### config.mk
export PLATFORM = sky130hd
export DESIGN_NAME = zip_header_record_parser
export DESIGN_NICKNAME = d
export VERILOG_FILES = /design/src/rtl/zhrp_pkg.sv /design/src/rtl/zhrp_sig_detect.sv /design/src/rtl/zip_header_record_parser.sv
export SDC_FILE = /design/constraint.sdc
export NUM_CORES = 1
export LEC_CHECK = 0
export ABC_AREA = 1
export BUFFER_PORTS_ARGS = -buffer_cell sky130_fd_sc_hd__buf_2
export CAP_MARGIN = 20
export CORE_MARGIN = 3
export CORE_UTILIZATION = 45
export CTS_CLUSTER_DIAMETER = 30
export DETAILED_ROUTE_END_ITERATION = 16
export PLACE_DENSITY = 0.6
export SLEW_MARGIN = 10
export SYNTH_ARGS = -nofsm -noshare
export SYNTH_HDL_FRONTEND = slang
export SYNTH_SLANG_ARGS = --single-unit
### constraint.sdc
create_clock -name clk -period 8.6 [get_ports clk]
set_input_delay 0.86 -clock clk [delete_from_list [all_inputs] [get_ports clk]]
set_output_delay 0.86 -clock clk [all_outputs]
set_load 0.01 [all_outputs]
### src/rtl/zhrp_pkg.sv
// Shared types, codes, signatures and field tables of the ZIP header record parser.
// Depends on nothing; used by every module of the block.
package zhrp_pkg;

  typedef enum logic [4:0] {
    PH_HUNT    = 5'b00001,
    PH_FIXED   = 5'b00010,
    PH_NAME    = 5'b00100,
    PH_EXTRA   = 5'b01000,
    PH_COMMENT = 5'b10000
  } phase_t;

  localparam logic [1:0] KIND_LOCAL   = 2'd0;
  localparam logic [1:0] KIND_CENTRAL = 2'd1;
  localparam logic [1:0] KIND_END     = 2'd2;

  localparam logic [1:0] ITEM_FIXED   = 2'd0;
  localparam logic [1:0] ITEM_NAME    = 2'd1;
  localparam logic [1:0] ITEM_EXTRA   = 2'd2;
  localparam logic [1:0] ITEM_COMMENT = 2'd3;

  localparam logic [31:0] SIG_LOCAL   = 32'h504B_0304;
  localparam logic [31:0] SIG_CENTRAL = 32'h504B_0102;
  localparam logic [31:0] SIG_END     = 32'h504B_0506;

  localparam logic CFG_KIND_ENABLE = 1'b0;
  localparam logic CFG_MAX_CENTRAL = 1'b1;

  localparam logic [15:0] COUNT_MAX = 16'hFFFF;
  localparam logic [7:0]  BYTE_MASK = 8'hFF;

  typedef struct packed {
    logic       hit;
    logic [1:0] kind;
  } sig_match_t;

  function automatic logic [2:0] field_size(input logic [1:0] kind, input logic [3:0] f);
    logic [2:0] sz;
    sz = 3'd0;
    case (kind)
      KIND_CENTRAL: begin
        case (f)
          4'd6, 4'd7, 4'd8, 4'd14, 4'd15: sz = 3'd4;
          default: sz = 3'd2;
        endcase
      end
      KIND_END: begin
        case (f)
          4'd0, 4'd1, 4'd2, 4'd3, 4'd6: sz = 3'd2;
          4'd4, 4'd5: sz = 3'd4;
          default: sz = 3'd0;
        endcase
      end
      default: begin
        case (f)
          4'd0, 4'd1, 4'd2, 4'd3, 4'd4, 4'd8, 4'd9: sz = 3'd2;
          4'd5, 4'd6, 4'd7: sz = 3'd4;
          default: sz = 3'd0;
        endcase
      end
    endcase
    return sz;
  endfunction

  function automatic logic [4:0] field_count(input logic [1:0] kind);
    logic [4:0] n;
    case (kind)
      KIND_CENTRAL: n = 5'd16;
      KIND_END:     n = 5'd7;
      default:      n = 5'd10;
    endcase
    return n;
  endfunction

endpackage

### src/rtl/zhrp_sig_detect.sv
// Signature recognizer of the ZIP header record parser.
// Depends on zhrp_pkg for the signatures, kind codes and the match struct.
module zhrp_sig_detect import zhrp_pkg::*; (
  input  logic [31:0] window,
  input  logic [2:0]  kind_enable,
  input  logic [15:0] max_central,
  input  logic [15:0] central_seen,
  output sig_match_t  match
);

  logic central_ok;

  assign central_ok = (max_central == 16'd0) || (central_seen < max_central);

  always_comb begin
    match = '0;
    if (window == SIG_LOCAL && kind_enable[0]) begin
      match.hit  = 1'b1;
      match.kind = KIND_LOCAL;
    end else if (window == SIG_CENTRAL && kind_enable[1] && central_ok) begin
      match.hit  = 1'b1;
      match.kind = KIND_CENTRAL;
    end else if (window == SIG_END && kind_enable[2]) begin
      match.hit  = 1'b1;
      match.kind = KIND_END;
    end
  end

endmodule

### src/rtl/zip_header_record_parser.sv
// Top level of the ZIP header record parser: parse state, result register, configuration.
// Depends on zhrp_pkg and instantiates zhrp_sig_detect.

// The parser takes one archive byte per cycle and gives at most one result per byte, in the
// cycle after the byte's transfer, from a single output register. Each byte is handled by
// one pass of logic between the parse state registers and that output register, so a new
// byte is taken every cycle; in_ready is low only while a result waits in the output
// register and out_ready is low. Bytes taken while hunting for a signature and the inner
// bytes of a multi-byte fixed field produce no result. Configuration writes are taken in
// any cycle (cfg_ready is always high) and take effect at once.
module zip_header_record_parser import zhrp_pkg::*; (
  input  logic        clk,
  input  logic        rst_n,
  input  logic        in_valid,
  output logic        in_ready,
  input  logic [7:0]  in_data_byte,
  output logic        out_valid,
  input  logic        out_ready,
  output logic [1:0]  out_record_kind,
  output logic [1:0]  out_item_kind,
  output logic [3:0]  out_field_number,
  output logic [31:0] out_field_value,
  output logic        out_record_last,
  input  logic        cfg_valid,
  output logic        cfg_ready,
  input  logic        cfg_index,
  input  logic [15:0] cfg_data
);

  logic [2:0]  kind_enable_r;
  logic [15:0] max_central_r;

  logic [31:0] window_r, window_nxt;
  phase_t      phase_r, phase_nxt;
  logic [1:0]  kind_r, kind_nxt;
  logic [3:0]  fcnt_r, fcnt_nxt;
  logic [1:0]  bif_r, bif_nxt;
  logic [31:0] acc_r, acc_nxt;
  logic [15:0] name_len_r, name_len_nxt;
  logic [15:0] extra_len_r, extra_len_nxt;
  logic [15:0] comment_len_r, comment_len_nxt;
  logic [15:0] bytes_left_r, bytes_left_nxt;
  logic [15:0] central_seen_r, central_seen_nxt;

  logic        out_valid_r;
  logic [1:0]  out_kind_r;
  logic [1:0]  out_item_r;
  logic [3:0]  out_fnum_r;
  logic [31:0] out_value_r;
  logic        out_last_r;

  logic        res_valid;
  logic [1:0]  res_item;
  logic [3:0]  res_fnum;
  logic [31:0] res_value;
  logic        res_last;

  logic        in_xfer;
  logic [31:0] hunt_window;
  sig_match_t  sig;
  logic [1:0]  kind_norm;
  logic [2:0]  cur_size;
  logic [31:0] acc_merged;
  logic        do_adv, adv_fixed, adv_name, adv_comment;

  assign in_ready    = !out_valid_r || out_ready;
  assign in_xfer     = in_valid && in_ready;
  assign cfg_ready   = 1'b1;
  assign hunt_window = {window_r[23:0], in_data_byte & BYTE_MASK};
  assign kind_norm   = (kind_r == KIND_LOCAL || kind_r == KIND_CENTRAL || kind_r == KIND_END)
                       ? kind_r : KIND_LOCAL;
  assign cur_size    = field_size(kind_norm, fcnt_r);
  assign acc_merged  = acc_r | ({24'd0, in_data_byte} << {bif_r, 3'b000});

  zhrp_sig_detect u_sig (
    .window       (hunt_window),
    .kind_enable  (kind_enable_r),
    .max_central  (max_central_r),
    .central_seen (central_seen_r),
    .match        (sig)
  );

  always_comb begin
    window_nxt       = window_r;
    phase_nxt        = phase_r;
    kind_nxt         = kind_r;
    fcnt_nxt         = fcnt_r;
    bif_nxt          = bif_r;
    acc_nxt          = acc_r;
    name_len_nxt     = name_len_r;
    extra_len_nxt    = extra_len_r;
    comment_len_nxt  = comment_len_r;
    bytes_left_nxt   = bytes_left_r;
    central_seen_nxt = central_seen_r;
    res_valid        = 1'b0;
    res_item         = ITEM_FIXED;
    res_fnum         = 4'd0;
    res_value        = 32'd0;
    res_last         = 1'b0;
    do_adv           = 1'b0;
    adv_fixed        = 1'b0;
    adv_name         = 1'b0;
    adv_comment      = 1'b0;

    case (phase_r)
      PH_FIXED: begin
        if ({1'b0, bif_r} + 3'd1 < cur_size) begin
          acc_nxt = acc_merged;
          bif_nxt = bif_r + 2'd1;
        end else begin
          res_valid = 1'b1;
          res_item  = ITEM_FIXED;
          res_fnum  = fcnt_r;
          res_value = acc_merged;
          case (kind_norm)
            KIND_CENTRAL: begin
              if (fcnt_r == 4'd9)  name_len_nxt    = acc_merged[15:0];
              if (fcnt_r == 4'd10) extra_len_nxt   = acc_merged[15:0];
              if (fcnt_r == 4'd11) comment_len_nxt = acc_merged[15:0];
            end
            KIND_END: begin
              if (fcnt_r == 4'd6)  comment_len_nxt = acc_merged[15:0];
            end
            default: begin
              if (fcnt_r == 4'd8)  name_len_nxt    = acc_merged[15:0];
              if (fcnt_r == 4'd9)  extra_len_nxt   = acc_merged[15:0];
            end
          endcase
          bif_nxt = 2'd0;
          acc_nxt = 32'd0;
          if ({1'b0, fcnt_r} + 5'd1 >= field_count(kind_norm)) begin
            fcnt_nxt  = 4'd0;
            do_adv    = 1'b1;
            adv_fixed = 1'b1;
          end else begin
            fcnt_nxt = fcnt_r + 4'd1;
          end
        end
      end
      PH_NAME, PH_EXTRA, PH_COMMENT: begin
        res_valid = 1'b1;
        res_fnum  = 4'd0;
        res_value = {24'd0, in_data_byte};
        if (phase_r == PH_NAME) begin
          res_item = ITEM_NAME;
          adv_name = 1'b1;
        end else if (phase_r == PH_EXTRA) begin
          res_item = ITEM_EXTRA;
        end else begin
          res_item    = ITEM_COMMENT;
          adv_comment = 1'b1;
        end
        if (bytes_left_r != 16'd0) bytes_left_nxt = bytes_left_r - 16'd1;
        if (bytes_left_nxt == 16'd0) do_adv = 1'b1;
      end
      default: begin
        phase_nxt  = PH_HUNT;
        window_nxt = hunt_window;
        if (sig.hit) begin
          if (sig.kind == KIND_CENTRAL && central_seen_r != COUNT_MAX) begin
            central_seen_nxt = central_seen_r + 16'd1;
          end
          kind_nxt        = sig.kind;
          phase_nxt       = PH_FIXED;
          fcnt_nxt        = 4'd0;
          bif_nxt         = 2'd0;
          acc_nxt         = 32'd0;
          name_len_nxt    = 16'd0;
          extra_len_nxt   = 16'd0;
          comment_len_nxt = 16'd0;
          bytes_left_nxt  = 16'd0;
          window_nxt      = 32'd0;
        end
      end
    endcase

    if (do_adv) begin
      if (adv_fixed && name_len_nxt != 16'd0) begin
        phase_nxt      = PH_NAME;
        bytes_left_nxt = name_len_nxt;
      end else if ((adv_fixed || adv_name) && extra_len_nxt != 16'd0) begin
        phase_nxt      = PH_EXTRA;
        bytes_left_nxt = extra_len_nxt;
      end else if (!adv_comment && comment_len_nxt != 16'd0) begin
        phase_nxt      = PH_COMMENT;
        bytes_left_nxt = comment_len_nxt;
      end else begin
        phase_nxt      = PH_HUNT;
        bytes_left_nxt = 16'd0;
        window_nxt     = 32'd0;
        res_last       = 1'b1;
      end
    end
  end

  always_ff @(posedge clk) begin
    if (!rst_n) begin
      kind_enable_r <= 3'd7;
      max_central_r <= 16'd0;
    end else if (cfg_valid && cfg_ready) begin
      if (cfg_index == CFG_KIND_ENABLE) kind_enable_r <= cfg_data[2:0];
      if (cfg_index == CFG_MAX_CENTRAL) max_central_r <= cfg_data;
    end
  end

  always_ff @(posedge clk) begin
    if (!rst_n) begin
      window_r       <= 32'd0;
      phase_r        <= PH_HUNT;
      kind_r         <= KIND_LOCAL;
      fcnt_r         <= 4'd0;
      bif_r          <= 2'd0;
      acc_r          <= 32'd0;
      name_len_r     <= 16'd0;
      extra_len_r    <= 16'd0;
      comment_len_r  <= 16'd0;
      bytes_left_r   <= 16'd0;
      central_seen_r <= 16'd0;
    end else if (in_xfer) begin
      window_r       <= window_nxt;
      phase_r        <= phase_nxt;
      kind_r         <= kind_nxt;
      fcnt_r         <= fcnt_nxt;
      bif_r          <= bif_nxt;
      acc_r          <= acc_nxt;
      name_len_r     <= name_len_nxt;
      extra_len_r    <= extra_len_nxt;
      comment_len_r  <= comment_len_nxt;
      bytes_left_r   <= bytes_left_nxt;
      central_seen_r <= central_seen_nxt;
    end
  end

  always_ff @(posedge clk) begin
    if (!rst_n) begin
      out_valid_r <= 1'b0;
    end else if (in_xfer && res_valid) begin
      out_valid_r <= 1'b1;
    end else if (out_ready) begin
      out_valid_r <= 1'b0;
    end
  end

  always_ff @(posedge clk) begin
    if (in_xfer && res_valid) begin
      out_kind_r  <= kind_r;
      out_item_r  <= res_item;
      out_fnum_r  <= res_fnum;
      out_value_r <= res_value;
      out_last_r  <= res_last;
    end
  end

  assign out_valid        = out_valid_r;
  assign out_record_kind  = out_kind_r;
  assign out_item_kind    = out_item_r;
  assign out_field_number = out_fnum_r;
  assign out_field_value  = out_value_r;
  assign out_record_last  = out_last_r;

endmodule

# Yosys cells after proc, flatten, opt, wreduce, memory -nomap -nowiden
# Memories as Yosys holds them, arrays and structs flattened. A register that Yosys moved wholly into a read port is not among the register bits.
# Cells that the tools add are included.
word_totals:
  output_inout_bits: 44
  memories: 1
  ff_bits: 218
  inputBits: 30
  mem_bits_ro: 32
classes:
  magnitude_cmp: 3
  n_bitwise: 6
  muxes: 79
  n_shift: 1
  n_reduce_logical: 44
  eq_ne: 29
  n_addsub: 6
memory_table:
  columns: ["name", "words", "word_bits", "rd", "rd_clocked_by_memory_dff", "write_ports", "line", "text"]
  rows:
  - ["(name not given)", 16, 2, 1, 1, 0, "zhrp_pkg.sv:55", "case (f)"]
ops:
  columns: ["operator", "n"]
  rows:
  - ["2-to-1 mux 16 bit", 19]
  - ["2-to-1 mux 32 bit", 9]
  - ["one-hot mux 16 bit (2 select lines)", 7]
  - ["one-hot mux 32 bit (2 select lines)", 2]
  - ["equality test 32 x 31 -> 1 bit, second input constant", 3]
  - ["nonzero test 16 bit", 4]
  - ["2-to-1 mux 5 bit", 7]
  - ["zero test 16 bit", 2]
  - ["bitwise OR 32 bit", 1]
  - ["left shift 8 x 5 -> 32 bit", 1]
  - ["equality test 4 bit, second input constant", 6]
  - ["2-to-1 mux 4 bit", 5]
  - ["adder 16 x 1 -> 16 bit, second input constant", 1]
  - ["equality test 4 x 3 -> 1 bit, second input constant", 4]
  - ["< comparator 16 bit", 1]
  - ["inequality test 16 bit, second input constant", 1]
  - ["subtractor 16 x 1 -> 16 bit, second input constant", 1]
  - ["2-to-1 mux 1 bit", 15]
  - ["2-to-1 mux 3 bit", 4]
  - ["one-hot mux 3 bit (2 select lines)", 2]
  - ["logical AND 1 bit", 10]
  - ["one-hot mux 5 bit (2 select lines)", 1]
  - ["OR reduction 5 bit", 2]
  - ["AND reduction 3 bit", 3]
  - ["32 further kinds", 57]

# Longest topological paths before layout
# Gate-level depths: netlist (run 1).
depth:
  word_depth: 18
  depth_mapped: 27
  ltp_nobuf: 25

# Hierarchy
# A second synthesis (run 1) with hierarchy kept.
hier_totals:
  hier_cells: 2090
  area_unflattened_um2: 13396.6
by_module_without_submodules:
  columns: ["module", "instances", "cells_each", "area_each_um2"]
  rows:
  - ["zip_header_record_parser", 1, 1976, 12742.2]
  - ["zhrp_sig_detect", 1, 114, 654.4]

# Worst setup path before layout (run 1)
# No wires, ideal clock.
synth_path:
  path_kind: "flip-flop to flip-flop"
  start: "register kind_r[0]"
  end: "register out_fnum_r[0], in the netlist out_field_number[0] (enable)"
  setup_time_ns: 0.455
  path_slack_ns: 4.093
  t_arrival_ns: 4.053
  required_ns: 8.145
  stages_incl_launch_ff: 13
  n_path_buf: 2
  cell_sequence: "dfxtp_1 -> inv_1 -> ha_1 -> buf_2 -> clkbuf_1 -> nand2_1 -> o21ai_0 -> o22ai_1 -> ha_1 -> a21oi_4 -> nor2_4 -> inv_2 -> a21oi_1"
synth_between:
  elab_chain_cells: 10
  word_cells_on_any_way: 13
  classes_between: "1 x order compare; 4 x eq/ne; 4 x mux; 4 x reduce/logical"
synth_rtl:
  columns: ["item", "line", "text"]
  rows:
  - ["start: declaration", "zip_header_record_parser.sv:35", "logic [1:0] kind_r, kind_nxt;"]
  - ["start signal: assignment", "zip_header_record_parser.sv:222", "kind_r <= kind_nxt;"]
  - ["equality test 2 x 1 -> 1 bit or zero test 2 bit (tied branches)", "zip_header_record_parser.sv:70", "assign kind_norm = (kind_r == KIND_LOCAL || kind_r == KIND_CENTRAL || kind_r == KIND_END)"]
  - ["logical OR 1 bit (2 in a row)", "zip_header_record_parser.sv:70", null]
  - ["2-to-1 mux 2 bit (*)", "zip_header_record_parser.sv:71", "? kind_r : KIND_LOCAL;"]
  - ["equality test 2 bit or equality test 2 x 1 -> 1 bit (tied branches)", "zhrp_pkg.sv:40", "case (kind)"]
  - ["one-hot mux 3 bit (2 select lines) (*)", "zhrp_pkg.sv:40", null]
  - ["< comparator 3 bit (*)", "zip_header_record_parser.sv:107", "if ({1'b0, bif_r} + 3'd1 < cur_size) begin"]
  - ["2-to-1 mux 1 bit (*)", "zip_header_record_parser.sv:107", null]
  - ["one-hot mux 1 bit (2 select lines) (*)", "zip_header_record_parser.sv:105", "case (phase_r)"]
  - ["logical AND 1 bit (*)", "zip_header_record_parser.sv:245", "if (in_xfer && res_valid) begin"]
  - ["end signal: assignment", "zip_header_record_parser.sv:248", "out_fnum_r <= res_fnum;"]
  - ["end: declaration", "zip_header_record_parser.sv:48", "logic [3:0] out_fnum_r;"]
# Every way passes the cells marked *; elsewhere a longest branch is shown, timed or not.
# A chain may end at the register's enable or synchronous reset.

# Worst setup path in the final report (run 1)
layout_path:
  start: "register kind_r[1]"
  end: "register bytes_left_r[12]"
layout_between:
  elab_chain_cells: 17
  word_cells_on_any_way: 41
  classes_between: "2 x order compare; 5 x eq/ne; 22 x mux; 12 x reduce/logical"
layout_rtl:
  columns: ["item", "line", "text"]
  rows:
  - ["equality test 2 x 1 -> 1 bit or zero test 2 bit (tied branches)", "zip_header_record_parser.sv:70", null]
  - ["logical OR 1 bit (2 in a row)", "zip_header_record_parser.sv:70", null]
  - ["2-to-1 mux 2 bit (*)", "zip_header_record_parser.sv:71", null]
  - ["equality test 2 bit or equality test 2 x 1 -> 1 bit (tied branches)", "zhrp_pkg.sv:40, zhrp_pkg.sv:67, zip_header_record_parser.sv:115", null]
  - ["one-hot mux 5 bit (2 select lines)", "zhrp_pkg.sv:67", "case (kind)"]
  - ["2-to-1 mux 5 bit", "zip_header_record_parser.sv:107", null]
  - ["2-to-1 mux 5 bit", "zip_header_record_parser.sv:105", null]
  - ["greater-or-equal comparator 5 bit", "zip_header_record_parser.sv:131", "if ({1'b0, fcnt_r} + 5'd1 >= field_count(kind_norm)) begin"]
  - ["2-to-1 mux 1 bit", "zip_header_record_parser.sv:131", null]
  - ["2-to-1 mux 1 bit", "zip_header_record_parser.sv:107", null]
  - ["2-to-1 mux 1 bit", "zip_header_record_parser.sv:105", null]
  - ["logical OR 1 bit", "zip_header_record_parser.sv:181", "end else if ((adv_fixed || adv_name) && extra_len_nxt != 16'd0) begin"]
  - ["logical AND 1 bit", "zip_header_record_parser.sv:181", null]
  - ["2-to-1 mux 16 bit", "zip_header_record_parser.sv:181", null]
  - ["2-to-1 mux 16 bit", "zip_header_record_parser.sv:178", "if (adv_fixed && name_len_nxt != 16'd0) begin"]
  - ["2-to-1 mux 16 bit", "zip_header_record_parser.sv:177", "if (do_adv) begin"]
  - ["end signal: assignment", "zip_header_record_parser.sv:229", "bytes_left_r <= bytes_left_nxt;"]
  - ["end: declaration", "zip_header_record_parser.sv:42", "logic [15:0] bytes_left_r, bytes_left_nxt;"]
# Every way passes the cells marked *; elsewhere a longest branch is shown, timed or not. The select of a mux whose other input is x is not followed.

==> tab_implementation.tex, run 1 <==
\begin{tabular}{lr}
\hline
Metric & Value \\
\hline
\multicolumn{2}{l}{\textbf{Global routing}} \\
Grt ovf & 0 \\
Largest net degree at the start of global routing & between 80 and 90 \\
Total routing resource utilization after global routing & 27.7\% \\
Wire length of the first global-routing pass & 76100 µm \\
Initial antenna violation count & 0 \\
Vias in the first global route & approximately 14000 \\
\multicolumn{2}{l}{\textbf{Clocking}} \\
Clock tree from TritonCTS & built \\
Clock latency reported for the late side of the worst-skew pair & $\sim$0.58 ns \\
Number of sinks driven by the clock tree & 212 \\
Level count of the clock H-tree & 2 \\
Post-cts resize count & 0 \\
Maximum clock insertion buffer count & 3 \\
Clock root buffer & sky130\_fd\_sc\_hd\_\_clkbuf\_16 \\
Clk pin slew, worst setup/hold paths & 0.04 ns \\
Hold-fix buffers at CTS & 0 \\
Setup fix buffers added after clock tree synthesis & 0 \\
Number of CTS-inserted buffers & 56 \\
\multicolumn{2}{l}{\textbf{Status}} \\
Result of the run & finished, final reports clean \\
\multicolumn{2}{l}{\textbf{STA}} \\
Min Clock Period, post-route & around 6 ns \\
Setup TNS & 0 ns \\
Max Transition Viols Final & 0 \\
Count of endpoints failing setup in the final report & 0 \\
Slew @ Worst Pin & 1.06 ns \\
RSZ-0062 raised after global routing & false \\
Relative slew margins & 28.9\% \\
Highest attainable clock frequency & 169 MHz \\
Fraction of the cycle the final worst path needs & 68.7\% \\
Count of final hold-check violations & 0 \\
Worst clock skew & 0.0410 ns \\
Post-Route Hold Slack & 0.439 ns \\
\multicolumn{2}{l}{\textbf{Pwr}} \\
Sw power & 901 µW \\
Switching share of power & 26.2\% \\
Share of total power in the clock network & 59.9\% \\
Total leakage power & approximately 0.0073 µW \\
Maximum vdd drop & 146 µV \\
Cell area power density & 206 nW/µm² \\
Part of the total power dissipated in sequential elements & 31.1\% \\
Internal Dissipation & between 2000 and 3000 µW \\
Combinational Power Share & around 9.0\% \\
\multicolumn{2}{l}{\textbf{Layout}} \\
Post-route insts no fill & 2737 \\
Layout area overhead & 16.4\% \\
Proportion of layout cells with a drive suffix above 1 & 10.4\% \\
Final nets & 2356 \\
Number of diodes & 0 \\
\multicolumn{2}{l}{\textbf{Routing}} \\
Total vias in the final route & about 15000 \\
Detailed-route wire length & 47600 µm \\
Average via count per standard cell & 5.60 \\
Remaining number of nets flagged by the antenna check after routing & 0 \\
Initial DRC count & 1499 \\
Drt first pass iters & 6 \\
Average wire per standard cell & 17.4 µm \\
Remaining DRCs & 0 \\
\multicolumn{2}{l}{\textbf{Floorplan}} \\
Die area & 34000 µm² \\
Core box area & 31000 µm² \\
Num rows & 64 \\
Starting density of the core & 46.2\% \\
Die span in x & 184 µm \\
Vertical die dimension & between 150 and 200 µm \\
Top-level I/O count & 74 \\
\multicolumn{2}{l}{\textbf{Setup path}} \\
Register-to-Register Path Depth & 21 \\
Crit-path slowest cell & sky130\_fd\_sc\_hd\_\_ha\_1 \\
Reg-to-reg endpoint & bytes\_left\_r[12]\$\_SDFFE\_PN0P\_ \\
Capturing element type of the critical path & register \\
Setup CP Type & register to register \\
Worst path arrival time & 6.35 ns \\
Top cell by count, worst path & sky130\_fd\_sc\_hd\_\_nand2\_1 \\
Slack of the worst reg-to-reg path & 2.69 ns \\
Critical path data required time & around 9.1 ns \\
Worst-path maximum fanout & 35 \\
Delay of the slowest cell on the worst path & $\sim$0.64 ns \\
Launch point of the worst reg-to-reg path & kind\_r[1]\$\_SDFFE\_PN0P\_ \\
Startpoint Class & register \\
CP cell instances & inv\_1 -> ha\_1 -> inv\_2 -> a21oi\_1 -> o22ai\_1 -> ha\_1 -> a21oi\_4 -> nor2\_4 -> inv\_2 -> nor2\_4 -> inv\_2 -> nand2\_1 -> inv\_2 -> nand2\_1 -> nand2\_1 -> nor2\_1 -> nand2\_1 -> inv\_1 -> nand3\_1 -> nand2\_1 -> inv\_1 \\
\multicolumn{2}{l}{\textbf{Worst hold path}} \\
Min-Delay Path Depth & 0 \\
Endpoint of the worst hold path & out\_record\_kind[1]\$\_DFFE\_PP\_ \\
Class of the worst hold path & register to register \\
Launch point of the worst hold path & kind\_r[1]\$\_SDFFE\_PN0P\_ \\
\multicolumn{2}{l}{\textbf{Synthesis}} \\
Synth Cell Area & 14300 µm² \\
Synth cell types & 45 \\
Number of enable flip-flop cells after synthesis & 41 \\
Mean cell area of the mapped netlist & 6.28 µm² \\
Total number of yosys warnings & 0 \\
Number of register bits inferred by synthesis & 212 \\
Fraction of registers with async set or reset after synthesis & 0\% \\
Flip-flop cell with the highest count after synthesis & sky130\_fd\_sc\_hd\_\_dfxtp\_1 \\
Number of nets in the synthesized netlist & 2340 \\
Gate count of the mapped netlist & 2280 \\
Sequential share of the synthesized area & about a third \\
\multicolumn{2}{l}{\textbf{Placed design}} \\
Post-placement cell count & 2633 \\
Dpl hpwl & 31700 µm \\
Port buffer count & a little over 70 \\
Final Wtd Congestion & $\sim$0.91 \\
\multicolumn{2}{l}{\textbf{Run}} \\
Max-cap violations & 0 \\
\hline
\end{tabular}
-- layout by cell type, fill, tap and decap left out, types with 51 or more instances in the layout --
cell	Yosys	routed
sky130_fd_sc_hd__clkbuf_16	0	56
sky130_fd_sc_hd__nand3_1	258	258
sky130_fd_sc_hd__a21oi_1	252	251
sky130_fd_sc_hd__o21ai_0	173	173
sky130_fd_sc_hd__dfxtp_1	171	171
sky130_fd_sc_hd__inv_1	305	305
sky130_fd_sc_hd__buf_2	27	72
sky130_fd_sc_hd__nand4_1	51	51
sky130_fd_sc_hd__nor2_1	251	251
sky130_fd_sc_hd__nand2_1	445	444
-- final cells by class --
type | count | area (µm²)
repair buffers | 90 | 515
well taps | 396 | 495
multi-input cells | 1615 | 7910
inverters | 321 | 1200
flip-flops and latches | 212 | 4650
fillers | 3106 | 14300
clock buffers | 63 | 1470
clock inverters | 40 | 420
-- worst max-delay path: cells and delay by family, from the launching register on --
kind | cells | cell delay (ns)
and+or+nand+nor | 9 | 2.67
buffers and inverters | 7 | 1.29
adders and majority gates | 2 | 1.00
AOI/OAI and AO/OA | 3 | 0.48
DFF | 1 | 0.32
-- metrics by stage --
stage	setup WS [ns]	power [µW]	area [µm²]	util (%)
3_5_place_dp	2.84	1390	14700	47.6
6_report	2.69	3440	16700	53.8
3_3_place_gp	2.96	1390	14700	47.6
4_1_cts	2.82	3460	16600	53.7
2_1_floorplan	4.09	1300	14300	-
5_1_grt	2.17	3560	16700	53.8
-- power groups by stage --
| stage | registers, µW | clock network, µW | logic (µW) |
|---|---|---|---|
| 2_1_floorplan | 1080 | 0 | 220 |
| 3_3_place_gp | 1090 | 0 | 302 |
| 3_5_place_dp | 1090 | 0 | 304 |
| 4_1_cts | 1070 | 2080 | 306 |
| 5_1_grt | 1070 | 2140 | 351 |
| 6_report | 1070 | 2060 | 310 |
-- how the worst max path moves through the flow --
stage                           start  depth (start not counted)                                end  slack, ns
3_3_place_gp   kind_r[1]$_SDFFE_PN0P_                         21      bytes_left_r[13]$_SDFFE_PN0P_       2.96
4_1_cts        kind_r[0]$_SDFFE_PN0P_                         20       bytes_left_r[0]$_SDFFE_PN0P_       2.82
5_1_grt        kind_r[1]$_SDFFE_PN0P_                         21       bytes_left_r[0]$_SDFFE_PN0P_       2.17
2_1_floorplan  kind_r[0]$_SDFFE_PN0P_                         12  out_field_number[0]$_SDFFCE_PN0P_       4.09
6_report       kind_r[1]$_SDFFE_PN0P_                         21      bytes_left_r[12]$_SDFFE_PN0P_       2.69
3_5_place_dp   kind_r[1]$_SDFFE_PN0P_                         21      bytes_left_r[12]$_SDFFE_PN0P_       2.84
-- Yosys cell counts (4+ instances only) --
| cell | count | area (µm²) |
|---|---|---|
| sky130_fd_sc_hd__a211oi_1 | 4 | 30.0 |
| sky130_fd_sc_hd__a21oi_1 | 252 | 1260 |
| sky130_fd_sc_hd__a31oi_1 | 4 | 25.0 |
| sky130_fd_sc_hd__buf_1 | 9 | 33.8 |
| sky130_fd_sc_hd__buf_2 | 27 | 135 |
| sky130_fd_sc_hd__buf_4 | 6 | 45.0 |
| sky130_fd_sc_hd__buf_6 | 5 | 56.3 |
| sky130_fd_sc_hd__clkbuf_1 | 85 | 319 |
| sky130_fd_sc_hd__clkinv_1 | 4 | 15.0 |
| sky130_fd_sc_hd__dfxtp_1 | 171 | 3420 |
| sky130_fd_sc_hd__edfxtp_1 | 41 | 1230 |
| sky130_fd_sc_hd__ha_1 | 30 | 375 |
| sky130_fd_sc_hd__inv_1 | 305 | 1140 |
| sky130_fd_sc_hd__inv_2 | 12 | 45.0 |
| sky130_fd_sc_hd__nand2_1 | 445 | 1670 |
| sky130_fd_sc_hd__nand2_2 | 4 | 25.0 |
| sky130_fd_sc_hd__nand3_1 | 258 | 1290 |
| sky130_fd_sc_hd__nand4_1 | 51 | 319 |
| sky130_fd_sc_hd__nor2_1 | 251 | 942 |
| sky130_fd_sc_hd__nor3_1 | 16 | 80.1 |
| sky130_fd_sc_hd__nor4_1 | 11 | 68.8 |
| sky130_fd_sc_hd__o211ai_1 | 29 | 218 |
| sky130_fd_sc_hd__o21ai_0 | 173 | 866 |
| sky130_fd_sc_hd__o21bai_1 | 10 | 75.1 |
| sky130_fd_sc_hd__o221ai_1 | 12 | 105 |
| sky130_fd_sc_hd__o22ai_1 | 9 | 56.3 |
| sky130_fd_sc_hd__or2_2 | 21 | 131 |
| sky130_fd_sc_hd__xor2_1 | 8 | 70.1 |
-- cell families (layout without fill, tap and decap cells) --
group | Yosys count | count (layout) | synth area share (%)
other cells | 1 | 1 | 0.0262
buf+inv | 453 | 514 | 12.5
xor+xnor | 8 | 8 | 0.489
compound gates | 502 | 502 | 19.0
simple gates | 1074 | 1074 | 32.8
fa+ha+maj | 30 | 30 | 2.62
flops | 212 | 212 | 32.5
-- flip-flops by register name, summed over array words and instances (netlist names), named ones only --
register / cells
acc_r: 32
bif_r: 2
bytes_left_r: 16
central_seen_r: 16
comment_len_r: 16
extra_len_r: 16
fcnt_r: 4
kind_enable_r: 3
kind_r: 2
max_central_r: 16
name_len_r: 16
out_field_number: 4
out_field_value: 32
out_item_kind: 2
out_record_kind: 2
out_record_last: 1
out_valid: 1
phase_r: 5
window_r: 24
-- layer usage --
layer	track usage, %	vias to the layer above	wire (µm)
met4	12.1	0	1820
li1	-	7569	-
met3	6.71	114	4110
met5	0	-	0
met2	43.8	596	21200
met1	36.2	7040	20500
Power figures use the tool's default switching activity.
==> run 2, diff against run 1 <==
--- a/config.mk
+++ b/config.mk
@@ -5,7 +5,7 @@
 export SDC_FILE = /design/constraint.sdc
 export NUM_CORES = 1
 export LEC_CHECK = 0
-export ABC_AREA = 1
+export ABC_AREA = 0
 export BUFFER_PORTS_ARGS = -buffer_cell sky130_fd_sc_hd__buf_2
 export CAP_MARGIN = 20
 export CORE_MARGIN = 3
==> constraint.sdc (replaced) <==
create_clock -name clk -period 5.7 [get_ports clk]
set_input_delay 0.57 -clock clk [delete_from_list [all_inputs] [get_ports clk]]
set_output_delay 0.57 -clock clk [all_outputs]
set_load 0.01 [all_outputs]
==> tab_implementation.tex, run 2 <==
\begin{tabular}{lr}
\hline
Metric & Value \\
\hline
\multicolumn{2}{l}{\textbf{Setup path}} \\
Setup crit start & fcnt\_r[0]\$\_SDFFE\_PN0P\_ \\
Startpoint Class & register \\
Critical path data required time & roughly 6 ns \\
Slack of the worst reg-to-reg path & 0.39 ns \\
Setup CP Type & register to register \\
Launch point of the worst reg-to-reg path & fcnt\_r[0]\$\_SDFFE\_PN0P\_ \\
Worst-path maximum fanout & 19 \\
Capturing element type of the critical path & register \\
Worst path arrival time & $\sim$5.5 ns \\
\multicolumn{2}{l}{\textbf{Synthesis}} \\
Number of nets in the synthesized netlist & 1393 \\
Cell type with the highest aggregate area in the netlist & sky130\_fd\_sc\_hd\_\_dfxtp\_1 \\
Leading cell types by count after synthesis & 171 x sky130\_fd\_sc\_hd\_\_dfxtp\_1, 164 x sky130\_fd\_sc\_hd\_\_nor2\_1, 122 x sky130\_fd\_sc\_hd\_\_nand2\_1, 105 x sky130\_fd\_sc\_hd\_\_a21oi\_1, 84 x sky130\_fd\_sc\_hd\_\_clkbuf\_1 \\
Mean cell area of the mapped netlist & 8.37 µm² \\
Most repeated cell in the gate-level netlist after synthesis & sky130\_fd\_sc\_hd\_\_dfxtp\_1 \\
Number of enable flip-flop cells after synthesis & a little over 40 \\
Portion of synthesized cell area occupied by the leading cell type & 30.7\% \\
Flip-flop cell with the highest count after synthesis & sky130\_fd\_sc\_hd\_\_dfxtp\_1 \\
Synth cell types & 82 \\
Fraction of registers with async set or reset after synthesis & 0\% \\
Top cells by area in the synthesized netlist & sky130\_fd\_sc\_hd\_\_dfxtp\_1 31\%, sky130\_fd\_sc\_hd\_\_edfxtp\_1 11\%, sky130\_fd\_sc\_hd\_\_nor2\_1 5.5\%, sky130\_fd\_sc\_hd\_\_a21oi\_1 4.7\%, sky130\_fd\_sc\_hd\_\_nand2\_1 4.1\% \\
Synth Cell Area & approximately 11000 µm² \\
Sequential share of the synthesized area & 41.7\% \\
Number of register bits inferred by synthesis & between 200 and 250 \\
Gate count of the mapped netlist & 1333 \\
Total number of yosys warnings & 0 \\
\multicolumn{2}{l}{\textbf{Floorplan}} \\
Num rows & between 50 and 60 \\
Die span in x & 163 µm \\
Vertical die dimension & 163 µm \\
Core box area & 23900 µm² \\
Top-level I/O count & 74 \\
Starting density of the core & 46.7\% \\
Die area & between 20000 and 30000 µm² \\
\multicolumn{2}{l}{\textbf{STA}} \\
Fraction of the cycle the final worst path needs & between 90 and 100\% \\
RSZ-0062 raised after global routing & false \\
Setup TNS & 0 ns \\
Max Transition Viols Final & 0 \\
Count of endpoints failing setup in the final report & 0 \\
Relative slew margins & between 20\% and 30\% \\
Post-Route Hold Slack & 0.275 ns \\
Slew @ Worst Pin & approximately 1.0 ns \\
Highest attainable clock frequency & 188 MHz \\
Count of final hold-check violations & 0 \\
Min Clock Period, post-route & between 5 and 6 ns \\
Worst clock skew & 0.0210 ns \\
Worst path setup slack after routing & 0.387 ns \\
\multicolumn{2}{l}{\textbf{Pwr}} \\
Overall power & between 4000 and 5000 µW \\
Cell area power density & roughly 330 nW/µm² \\
Total leakage power & 0.00499 µW \\
Maximum vdd drop & 315 µV \\
\multicolumn{2}{l}{\textbf{Placed design}} \\
Setup slack after placement & 0.799 ns \\
Port buffer count & 72 \\
Final Wtd Congestion & 0.940 \\
Total cell area at the placement stage & about 12000 µm² \\
Dpl hpwl & 24300 µm \\
\multicolumn{2}{l}{\textbf{Clocking}} \\
Level count of the clock H-tree & 2 \\
Number of CTS-inserted buffers & 46 \\
Post-cts resize count & 0 \\
Number of sinks driven by the clock tree & $\sim$210 \\
Clock root buffer & sky130\_fd\_sc\_hd\_\_clkbuf\_16 \\
Hold-fix buffers at CTS & 0 \\
Clock latency reported for the late side of the worst-skew pair & 0.53 ns \\
Clock tree from TritonCTS & built \\
Setup fix buffers added after clock tree synthesis & 0 \\
Maximum clock insertion buffer count & 3 \\
Clk pin slew, worst setup/hold paths & about 0.04 ns \\
\multicolumn{2}{l}{\textbf{Global routing}} \\
Wire length of the first global-routing pass & 55300 µm \\
Grt ovf & 0 \\
Initial antenna violation count & 0 \\
Largest net degree at the start of global routing & 64 \\
Total routing resource utilization after global routing & 26.1\% \\
Vias in the first global route & 9705 \\
\multicolumn{2}{l}{\textbf{Layout}} \\
Number of diodes & 0 \\
Proportion of layout cells with a drive suffix above 1 & a little over an eighth \\
Leading cell type in the layout, fill and taps excluded & sky130\_fd\_sc\_hd\_\_dfxtp\_1 \\
Layout area overhead & 19.2\% \\
Highest-count cells in the layout ignoring fill and taps & 171 x sky130\_fd\_sc\_hd\_\_dfxtp\_1, 164 x sky130\_fd\_sc\_hd\_\_nor2\_1, 122 x sky130\_fd\_sc\_hd\_\_nand2\_1, 104 x sky130\_fd\_sc\_hd\_\_a21oi\_1, 72 x sky130\_fd\_sc\_hd\_\_buf\_2 \\
Filler cell count in the final layout & 2223 \\
Final design instance area without fill & $\sim$13000 µm² \\
Final nets & 1441 \\
\multicolumn{2}{l}{\textbf{Routing}} \\
Detailed-route wire length & 35000 µm \\
Initial DRC count & 1238 \\
Total vias in the final route & around 11000 \\
Remaining number of nets flagged by the antenna check after routing & 0 \\
Remaining DRCs & 0 \\
Average wire per standard cell & 20.2 µm \\
Average via count per standard cell & 6.09 \\
Drt first pass iters & 6 \\
\multicolumn{2}{l}{\textbf{Run}} \\
Max-cap violations & 0 \\
\multicolumn{2}{l}{\textbf{Worst hold path}} \\
Launch point of the worst hold path & cfg\_data[2] \\
Class of the worst hold path & input port to register \\
\multicolumn{2}{l}{\textbf{Status}} \\
Result of the run & finished, final reports clean \\
\hline
\end{tabular}
-- run 2: final timing paths --
path	end	cells after the start
max	out_record_last$_SDFFCE_PP0P_	15
min	kind_enable_r[2]$_SDFFE_PN1P_	3
max reg2reg	out_record_last$_SDFFCE_PP0P_	15
min reg2reg	acc_r[29]$_SDFFE_PN0P_	2
-- run 2: area by class of cell --
cell class | instances | area (µm²) | area share, %
Clock buffer | 63 | 1310 | 9.83
Clock inverter | 22 | 249 | 1.87
Inverter | 31 | 118 | 0.885
Multi-Input combinational cell | 998 | 6050 | 45.5
Sequential cell | 212 | 4650 | 35.0
Tap cell | 319 | 399 | 3.00
Timing Repair Buffer | 92 | 518 | 3.90
-- run 2: kinds of logic (layout without fill, tap and decap cells) --
| kind of cell | after synthesis | after routing | share of synthesized area [%] |
|---|---|---|---|
| AND/OR/NAND/NOR | 516 | 516 | 22.9 |
| AO/OA/AOI/OAI | 399 | 399 | 23.2 |
| flip-flops | 212 | 212 | 41.7 |
| buffers and inverters | 123 | 208 | 4.29 |
| adder cells (fa/ha/maj) | 30 | 30 | 3.37 |
| multiplexers | 27 | 27 | 2.43 |
| XOR/XNOR | 25 | 25 | 1.96 |
| other | 1 | 1 | 0.0336 |
-- run 2: critical path: stages (launching register included) --
cell	delay [ns]
sky130_fd_sc_hd__dfxtp_1	0.44
sky130_fd_sc_hd__inv_1	0.11
sky130_fd_sc_hd__ha_1	0.30
sky130_fd_sc_hd__o21ai_0	0.23
sky130_fd_sc_hd__o21ai_0	0.12
sky130_fd_sc_hd__a221o_1	0.36
sky130_fd_sc_hd__o21ai_0	0.09
sky130_fd_sc_hd__ha_1	0.28
sky130_fd_sc_hd__inv_1	0.07
sky130_fd_sc_hd__a311oi_1	0.06
sky130_fd_sc_hd__a211oi_1	0.59
sky130_fd_sc_hd__nor2_1	0.26
sky130_fd_sc_hd__and2_1	0.31
sky130_fd_sc_hd__a22o_1	0.27
sky130_fd_sc_hd__o41a_4	0.62
sky130_fd_sc_hd__a2111oi_0	0.85
-- run 2: layer usage --
metal  global-route usage (%)  vias up  routed length, µm
li1                         -     5028                  -
met1                     38.8     5041              16200
met2                     38.3      457              14900
met3                     5.91       59               3150
met4                     6.69        0                732
met5                        0        -                  0
-- run 2: report_power, final --
group	total [µW]	switching (µW)	internal [µW]
combinational	149	101	47.9
sequential	1550	13.4	1540
clock	2630	849	1780
-- run 2: per-stage QoR --
stage | util, % | cells
6_report | 55.6 | 1737
5_1_grt | 55.6 | 1737
4_1_cts | 55.6 | 1737
3_5_place_dp | 49.1 | 1652
3_3_place_gp | 49.1 | 1651
2_1_floorplan | - | 1333
